### src/rtl/suks_pkg.sv
// ---------------------------------------------------------------------------
// suks_pkg: shared types and codes for the sorted unique key set
// Holds the item structs of both channels, the operation and status codes,
// and the command and status groups between controller and datapath.
// ---------------------------------------------------------------------------
package suks_pkg;

  // Default sizes for the top level parameters.
  localparam int CAPACITY_DEF  = 16;
  localparam int KEY_WIDTH_DEF = 32;

  // Fixed field widths of the channel items.
  localparam int FUNC_W   = 2;
  localparam int KEY_W    = 32;
  localparam int STATUS_W = 2;
  localparam int ENTRY_W  = 5;

  // Operation codes.
  localparam logic [FUNC_W-1:0] FN_SEARCH = 2'd0;
  localparam logic [FUNC_W-1:0] FN_INSERT = 2'd1;
  localparam logic [FUNC_W-1:0] FN_REMOVE = 2'd2;
  localparam logic [FUNC_W-1:0] FN_CHANGE = 2'd3;

  // Status codes.
  localparam logic [STATUS_W-1:0] ST_OK      = 2'd0;
  localparam logic [STATUS_W-1:0] ST_ABSENT  = 2'd1;
  localparam logic [STATUS_W-1:0] ST_PRESENT = 2'd2;
  localparam logic [STATUS_W-1:0] ST_FULL    = 2'd3;

  // Input item.
  typedef struct packed {
    logic        [FUNC_W-1:0] func;
    logic signed [KEY_W-1:0]  key;
    logic signed [KEY_W-1:0]  new_key;
  } in_item_t;

  // Result item.
  typedef struct packed {
    logic [STATUS_W-1:0] status;
    logic [ENTRY_W-1:0]  entry_count;
  } out_item_t;

  // Commands from the controller to the datapath.
  typedef struct packed {
    logic                load;
    logic                probe_new;
    logic                do_ins;
    logic                do_del;
    logic                res_load;
    logic [STATUS_W-1:0] res_status;
  } dp_cmd_t;

  // Status from the datapath to the controller.
  typedef struct packed {
    logic [FUNC_W-1:0] func;
    logic              hit;
    logic              full;
    logic              out_free;
  } dp_stat_t;

endpackage

### src/rtl/suks_dp.sv
// ---------------------------------------------------------------------------
// suks_dp: key cells, compare logic and result register
// A row of cells holds the keys in ascending order. Every cell compares its
// key with the probe key at once; the same flags steer a shift that opens a
// gap for an insert or closes one for a remove.
// ---------------------------------------------------------------------------
module suks_dp #(
  parameter int CAPACITY  = suks_pkg::CAPACITY_DEF,
  parameter int KEY_WIDTH = suks_pkg::KEY_WIDTH_DEF
) (
  input  logic                clk,
  input  logic                rst_n,
  input  suks_pkg::in_item_t  in_item,
  input  suks_pkg::dp_cmd_t   cmd,
  output suks_pkg::dp_stat_t  stat,
  input  logic                out_ready,
  output logic                out_valid,
  output suks_pkg::out_item_t out_item
);

  localparam int CNT_W = $clog2(CAPACITY + 1);
  localparam logic [CNT_W-1:0] CAP_CNT = CNT_W'(CAPACITY);

  // Latched item.
  logic [suks_pkg::FUNC_W-1:0] func_r;
  logic signed [KEY_WIDTH-1:0] key_r;
  logic signed [KEY_WIDTH-1:0] new_r;

  // Key cells and fill count.
  logic signed [KEY_WIDTH-1:0] keys_r   [CAPACITY];
  logic signed [KEY_WIDTH-1:0] keys_nxt [CAPACITY];
  logic [CNT_W-1:0]            count_r;
  logic [CNT_W-1:0]            count_nxt;

  // Result register.
  logic                out_valid_r;
  logic                out_valid_nxt;
  suks_pkg::out_item_t out_item_r;

  logic signed [KEY_WIDTH-1:0] probe;
  logic [CAPACITY-1:0]         lt;
  logic [CAPACITY-1:0]         eq;

  // Item latch; keys are sign-extended or cut to KEY_WIDTH bits.
  always_ff @(posedge clk) begin
    if (cmd.load) begin
      func_r <= in_item.func;
      key_r  <= KEY_WIDTH'(in_item.key);
      new_r  <= KEY_WIDTH'(in_item.new_key);
    end
  end

  assign probe = cmd.probe_new ? new_r : key_r;

  // Per-cell compare against the probe; only held cells take part.
  always_comb begin
    for (int i = 0; i < CAPACITY; i++) begin
      lt[i] = (CNT_W'(i) < count_r) && (keys_r[i] < probe);
      eq[i] = (CNT_W'(i) < count_r) && (keys_r[i] == probe);
    end
  end

  // Cell shift: cells below the probe keep their key, the rest move.
  always_comb begin
    for (int i = 0; i < CAPACITY; i++) begin
      keys_nxt[i] = keys_r[i];
      if (cmd.do_ins && !lt[i]) begin
        if (i == 0) begin
          keys_nxt[i] = probe;
        end else if (lt[i-1]) begin
          keys_nxt[i] = probe;
        end else begin
          keys_nxt[i] = keys_r[i-1];
        end
      end else if (cmd.do_del && !lt[i] && (i < CAPACITY - 1)) begin
        keys_nxt[i] = keys_r[i+1];
      end
    end
  end

  always_ff @(posedge clk) begin
    for (int i = 0; i < CAPACITY; i++) begin
      keys_r[i] <= keys_nxt[i];
    end
  end

  // Fill count.
  always_comb begin
    count_nxt = count_r;
    if (cmd.do_ins) begin
      count_nxt = count_r + CNT_W'(1);
    end else if (cmd.do_del) begin
      count_nxt = count_r - CNT_W'(1);
    end
  end

  always_ff @(posedge clk) begin
    if (!rst_n) begin
      count_r <= '0;
    end else begin
      count_r <= count_nxt;
    end
  end

  // Result register: one item waits here until the receiver takes it.
  always_comb begin
    out_valid_nxt = out_valid_r;
    if (cmd.res_load) begin
      out_valid_nxt = 1'b1;
    end else if (out_ready) begin
      out_valid_nxt = 1'b0;
    end
  end

  always_ff @(posedge clk) begin
    if (!rst_n) begin
      out_valid_r <= 1'b0;
    end else begin
      out_valid_r <= out_valid_nxt;
    end
  end

  always_ff @(posedge clk) begin
    if (cmd.res_load) begin
      out_item_r.status      <= cmd.res_status;
      out_item_r.entry_count <= suks_pkg::ENTRY_W'(count_nxt);
    end
  end

  assign stat.func     = func_r;
  assign stat.hit      = |eq;
  assign stat.full     = (count_r == CAP_CNT);
  assign stat.out_free = !out_valid_r || out_ready;

  assign out_valid = out_valid_r;
  assign out_item  = out_item_r;

endmodule

### src/rtl/suks_ctrl.sv
// ---------------------------------------------------------------------------
// suks_ctrl: operation sequencer
// Steps each item through lookup, the new-key check, and the remove and
// insert passes of a change, and decides the status of the result.
// ---------------------------------------------------------------------------
module suks_ctrl (
  input  logic               clk,
  input  logic               rst_n,
  input  logic               in_valid,
  output logic               in_ready,
  input  suks_pkg::dp_stat_t stat,
  output suks_pkg::dp_cmd_t  cmd
);

  localparam logic [2:0] S_IDLE = 3'd0;
  localparam logic [2:0] S_LOOK = 3'd1;
  localparam logic [2:0] S_CHK  = 3'd2;
  localparam logic [2:0] S_DEL  = 3'd3;
  localparam logic [2:0] S_INS  = 3'd4;

  logic [2:0] state_r;
  logic [2:0] state_nxt;

  // Next state and commands.
  always_comb begin
    state_nxt      = state_r;
    cmd            = '0;
    cmd.res_status = suks_pkg::ST_OK;
    in_ready       = 1'b0;
    case (state_r)
      S_IDLE: begin
        in_ready = 1'b1;
        if (in_valid) begin
          cmd.load  = 1'b1;
          state_nxt = S_LOOK;
        end
      end
      S_LOOK: begin
        // The old key has been compared; most operations finish here.
        if (stat.func == suks_pkg::FN_CHANGE && stat.hit) begin
          state_nxt = S_CHK;
        end else if (stat.out_free) begin
          cmd.res_load = 1'b1;
          state_nxt    = S_IDLE;
          case (stat.func)
            suks_pkg::FN_SEARCH: begin
              cmd.res_status = stat.hit ? suks_pkg::ST_OK : suks_pkg::ST_ABSENT;
            end
            suks_pkg::FN_INSERT: begin
              if (stat.hit) begin
                cmd.res_status = suks_pkg::ST_PRESENT;
              end else if (stat.full) begin
                cmd.res_status = suks_pkg::ST_FULL;
              end else begin
                cmd.do_ins     = 1'b1;
                cmd.res_status = suks_pkg::ST_OK;
              end
            end
            suks_pkg::FN_REMOVE: begin
              if (stat.hit) begin
                cmd.do_del     = 1'b1;
                cmd.res_status = suks_pkg::ST_OK;
              end else begin
                cmd.res_status = suks_pkg::ST_ABSENT;
              end
            end
            default: begin
              cmd.res_status = suks_pkg::ST_ABSENT;
            end
          endcase
        end
      end
      S_CHK: begin
        // A change is refused when the new key is already held.
        cmd.probe_new = 1'b1;
        if (!stat.hit) begin
          state_nxt = S_DEL;
        end else if (stat.out_free) begin
          cmd.res_load   = 1'b1;
          cmd.res_status = suks_pkg::ST_PRESENT;
          state_nxt      = S_IDLE;
        end
      end
      S_DEL: begin
        cmd.do_del = 1'b1;
        state_nxt  = S_INS;
      end
      S_INS: begin
        cmd.probe_new = 1'b1;
        if (stat.out_free) begin
          cmd.do_ins     = 1'b1;
          cmd.res_load   = 1'b1;
          cmd.res_status = suks_pkg::ST_OK;
          state_nxt      = S_IDLE;
        end
      end
      default: begin
        state_nxt = S_IDLE;
      end
    endcase
  end

  always_ff @(posedge clk) begin
    if (!rst_n) begin
      state_r <= S_IDLE;
    end else begin
      state_r <= state_nxt;
    end
  end

endmodule

### src/rtl/sorted_unique_key_set_top.sv
// ---------------------------------------------------------------------------
// sorted_unique_key_set_top: bounded ascending set of distinct signed keys
// Search, insert, remove and change of keys held in a row of compare cells.
// ---------------------------------------------------------------------------
// Usage:
//   in_valid/in_ready carry one item: func, key and new_key. Each item
//   gives exactly one result item on out_valid/out_ready: a status code and
//   the number of keys held after the operation.
//   Steps: search, insert and remove end in the lookup step, which loads
//   the result; a change refused for an absent old key ends there too, a
//   change refused for a held new key ends in the new-key check, and a
//   change that moves the key passes the check, remove and insert steps.
//   All cells compare against the probe key at once, so the steps do not
//   depend on CAPACITY; the sequencer handles one item at a time, and
//   in_ready is high again in the cycle the result is registered. A result
//   waits in the output register while the receiver stalls; the next item
//   is accepted meanwhile, and its final step holds until the output register is free.
//   Reset empties the set at once; cell contents are not cleared, only the
//   fill count, so no clearing pass is needed.
// ---------------------------------------------------------------------------
module sorted_unique_key_set_top #(
  parameter int CAPACITY  = suks_pkg::CAPACITY_DEF,
  parameter int KEY_WIDTH = suks_pkg::KEY_WIDTH_DEF
) (
  input  logic                clk,
  input  logic                rst_n,
  input  logic                in_valid,
  output logic                in_ready,
  input  suks_pkg::in_item_t  in_item,
  output logic                out_valid,
  input  logic                out_ready,
  output suks_pkg::out_item_t out_item
);

  suks_pkg::dp_cmd_t  cmd;
  suks_pkg::dp_stat_t stat;

  suks_ctrl u_ctrl (
    .clk      (clk),
    .rst_n    (rst_n),
    .in_valid (in_valid),
    .in_ready (in_ready),
    .stat     (stat),
    .cmd      (cmd)
  );

  suks_dp #(
    .CAPACITY  (CAPACITY),
    .KEY_WIDTH (KEY_WIDTH)
  ) u_dp (
    .clk       (clk),
    .rst_n     (rst_n),
    .in_item   (in_item),
    .cmd       (cmd),
    .stat      (stat),
    .out_ready (out_ready),
    .out_valid (out_valid),
    .out_item  (out_item)
  );

  // Only one item is in work at a time.
  a_one_item: assert property (@(posedge clk) disable iff (!rst_n)
    (in_valid && in_ready) |=> !in_ready)
    else $error("item accepted while another was in work");

  // A result is only produced by an item in work.
  a_result_src: assert property (@(posedge clk) disable iff (!rst_n)
    $rose(out_valid) |-> $past(!in_ready))
    else $error("result produced with no item in work");

  // A full report always comes with the store at capacity.
  a_full_count: assert property (@(posedge clk) disable iff (!rst_n)
    (out_valid && out_item.status == suks_pkg::ST_FULL)
      |-> (out_item.entry_count == suks_pkg::ENTRY_W'(CAPACITY)))
    else $error("full status with store below capacity");

endmodule
### config.mk
export PLATFORM = sky130hd
export DESIGN_NAME = sorted_unique_key_set_top
export DESIGN_NICKNAME = d
export VERILOG_FILES = /design/src/rtl/suks_pkg.sv /design/src/rtl/suks_dp.sv /design/src/rtl/suks_ctrl.sv /design/src/rtl/sorted_unique_key_set_top.sv
export SDC_FILE = /design/constraint.sdc
export NUM_CORES = 2
export LEC_CHECK = 0
export BUFFER_PORTS_ARGS = -buffer_cell sky130_fd_sc_hd__buf_4
export CORE_UTILIZATION = 53
export CTS_BUF_LIST = sky130_fd_sc_hd__clkbuf_16
export CTS_CLUSTER_DIAMETER = 150
export CTS_CLUSTER_SIZE = 12
export DETAILED_ROUTE_END_ITERATION = 10
export GPL_TIMING_DRIVEN = 0
export HOLD_SLACK_MARGIN = 0.12
export PLACE_DENSITY = 0.78
export SETUP_SLACK_MARGIN = 0.02
export SLEW_MARGIN = 40
export SYNTH_ARGS = -nofsm -noshare
export SYNTH_HDL_FRONTEND = slang
export SYNTH_HIERARCHICAL = 1
export SYNTH_SLANG_ARGS = --single-unit
### constraint.sdc
create_clock -name clk -period 7.4 [get_ports clk]
set_clock_uncertainty 0.2 [all_clocks]
set_input_delay 1.48 -clock clk [delete_from_list [all_inputs] [get_ports clk]]
set_output_delay 1.48 -clock clk [all_outputs]
set_load 0.03 [all_outputs]
==> impl_metrics.tcl <==
set metrics [dict create \
    status "complete, no violations" \
    ys_seq_area_share_pct 43.68 \
    grt_use_met1_pct 40.50 \
    criticalPathCategory "reg -> reg" \
    ys.flop_type "edfxtp_1" \
    drv_cap 0 \
    vias 32840 \
    io_pins 79 \
    ys_async_sr_fraction_pct 0 \
    area_growth_pct 13.39 \
    synth_edf_count 585 \
    dp_hpwl_um 92460 \
    rr_worst_depth 27 \
    die_w_um 278.9 \
    synthDistinctLibCells 78 \
    crit_arrival_ns 7.38 \
    grt_max_degree 47 \
    syn_area_per_cell_um2 10.95 \
    hold_viol_final 0 \
    synth_nets 4297 \
    hold_class "reg -> reg" \
    grt_antenna_before_repair 1 \
    clkSinkCount 594 \
    setup_viol 0 \
    drc 0 \
    postLayoutCellArea_mm2 0.04607 \
    vdd_drop_max_uv 172.7 \
    slew_headroom_pct 32.75 \
    setup_tns_ns 0 \
    slew_violations 0 \
    gp_congestion 0.9764 \
    portBuffers 78 \
    min_path_cells 2 \
    ys_top_cells_by_count "585 x edfxtp_1, 516 x ha_1, 487 x nand2_1" \
    p_leak_uw 0.01800 \
    ys_ff_latch 594 \
    fin_crit_sh_pct 97.20 \
    layout-drive-gt1-share_pct 18.57 \
    drt_wl_total_um 122000 \
    antenna_left 0 \
    dr.pass1.iters 6 \
    dp_cells 4839 \
    cts.clk_slew.worst_paths_ns 0.07 \
    fp.dieArea_mm2 0.07777 \
    fin_util_pct 60.66 \
    power.density_mw_per_mm2 165.9 \
    grt_pass1_wl_um 184200 \
    fin_nets 4599 \
    grt_use_total_pct 30.57 \
    max-clock-path-buffers 3 \
    cts-root-buf "clkbuf_16" \
    core-area_mm2 0.07595 \
    first_iter_violations 3849 \
    critPathMaxFanout 15 \
    clk_latency_ns 0.64 \
    yosys_warnings 6 \
    grt_pass1_vias 32510 \
    grt-ovfl-total 0 \
    crit_path_end_kind "flop" \
    die_h_um 278.9 \
    wire_per_inst_um 24.07 \
    yosys.area.top_type "edfxtp_1" \
    numCtsBuffers 55 \
    yosysMostFrequentCell "edfxtp_1" \
    finalNonFillerCells 5069 \
    tightest_slew_ns 0.9996 \
    start_util_pct 53.49 \
    whs_ns 0.3564 \
    synthCells 3711 \
    dpl_cell_area_mm2 0.04301 \
    synth_top_area_share_pct 43.24 \
    yosys-top-cells-area "edfxtp_1 43%, ha_1 16%, mux2_2 8.6%, mux2i_1 7.2%, o21ai_0 5.3%" \
    rows 101 \
    grtUsageMet2_pct 49.68 \
    avgViaCountPerCell 6.479 \
    cts_tree "built" \
    rsz0062_at_grt "false" \
    cp.required_ns 7.59 \
    netlist_area_mm2 0.04063 \
    htree_levels 2 \
    use_met3_pct 4.259 \
    fmax_ghz 0.1390 \
    period_needed_ns 7.193 \
    grt.busiest_layer "met2" \
    worstSetupStartpointType "flop" \
]
flip-flops by register name (all words and copies together), names as in the netlist:
name            count
u_dp/new_r         32
u_dp/out_valid      1
u_dp/count_r        5
u_dp/func_r         2
u_dp/key_r         32
u_dp/keys_r       512
u_ctrl/state_r      3
u_dp/out_item       7
layout by cell type (no fill, tap or decap), types with 12 or more instances in the layout:
master      count
nor3_1         24
nand3_1        49
a21oi_1       236
clkinvlp_4     29
a221oi_1       14
inv_1          57
edfxtp_1      585
nand2b_1       14
nor2b_1        22
nor2_4         12
o21ai_0       432
mux2_2        310
nand4_1        94
buf_2          37
clkbuf_16      56
nand2_1       487
a211oi_1       15
buf_4         216
nor2_1        101
o211ai_1       21
a21o_1         32
buf_12         15
clkbuf_1      127
ha_1          516
mux2i_1       292
nor4_1         18
final timing paths:
check	start	to	slack, ns
setup reg to reg	u_ctrl/state_r[1]	u_dp/keys_r[0][39]	0.21
setup / recovery	u_ctrl/state_r[1]	u_dp/keys_r[0][39]	0.21
hold reg to reg	u_dp/keys_r[1][224]	u_dp/keys_r[1][192]	0.36
hold / removal	u_dp/keys_r[1][224]	u_dp/keys_r[1][192]	0.36
through the flow:
stage          power, µW  setup slack (ns)
2_1_floorplan       4563            0.1255
3_3_place_gp        4852            -6.377
3_5_place_dp        4916            -2.646
4_1_cts             7631           0.06857
5_1_grt             7875           0.02955
6_report            7641            0.2072
kinds of logic (layout without fill, tap and decap cells):
family | count (synthesis) | count (layout) | share of synthesized area (%)
AOI/OAI and AO/OA | 840 | 840 | 11.59
xor gates and xnor gates | 5 | 5 | 0.1078
adders and majority gates | 516 | 516 | 15.89
buffers and inverters | 248 | 575 | 2.553
DFF | 594 | 594 | 43.68
muxes | 609 | 609 | 15.99
other | 0 | 1 | 0
and+or+nand+nor | 899 | 899 | 10.18
per-layer routing:
metal	routed length, µm	vias up
li1	-	14770
met1	49390	15990
met5	0	-
met3	10540	346
met2	56060	1741
met4	6038	0
what timing repair did:
item / in CTS / in global routing
hold buffers: 0 / 0
pin swaps: 10 / 3
resized for setup: 47 / 7
endpoints found under the setup margin: 1011 / 403
buffers inserted: 144 / 3
gates cloned: 0 / 1
cell type report:
class | count | area (µm²)
Clock buffer | 56 | 1401
Timing Repair inverter | 1 | 7.507
Multi-Input combinational cell | 2869 | 22110
Timing Repair Buffer | 245 | 2211
Sequential cell | 594 | 17750
Tap cell | 1030 | 1289
Inverter | 63 | 346.6
Antenna cell | 1 | 2.502
Fill cell | 5900 | 29880
Clock inverter | 26 | 120.1
Buffer | 184 | 830.8
power breakdown:
part / leakage [µW] / total (µW) / switching, µW / internal [µW]
registers: 0.00542 / 3870 / 64.6 / 3800
logic: 0.0118 / 1120 / 679 / 445
clock network: 0.000828 / 2650 / 1300 / 1350
worst max-delay path, cell delays in order, from the launching register on:
cell	delay, ns
dfxtp_1	0.35
buf_2	0.21
xnor2_1	0.08
nor2_1	0.18
buf_2	0.28
clkbuf_4	0.30
mux2_2	0.34
clkinvlp_4	0.31
buf_4	0.23
ha_1	0.30
nand4_1	0.21
nor4_2	0.60
nand2_1	0.13
nor4_2	0.43
a31oi_1	0.07
nand4_1	0.17
a2111oi_2	0.05
buf_2	0.23
o2111ai_4	0.23
or3b_1	0.23
a21oi_4	0.12
clkbuf_8	0.23
clkbuf_4	0.24
nor2_4	0.39
clkbuf_8	0.36
nor2_4	0.07
buf_16	0.17
buf_8	0.17
(Power assumes the default switching activity.)
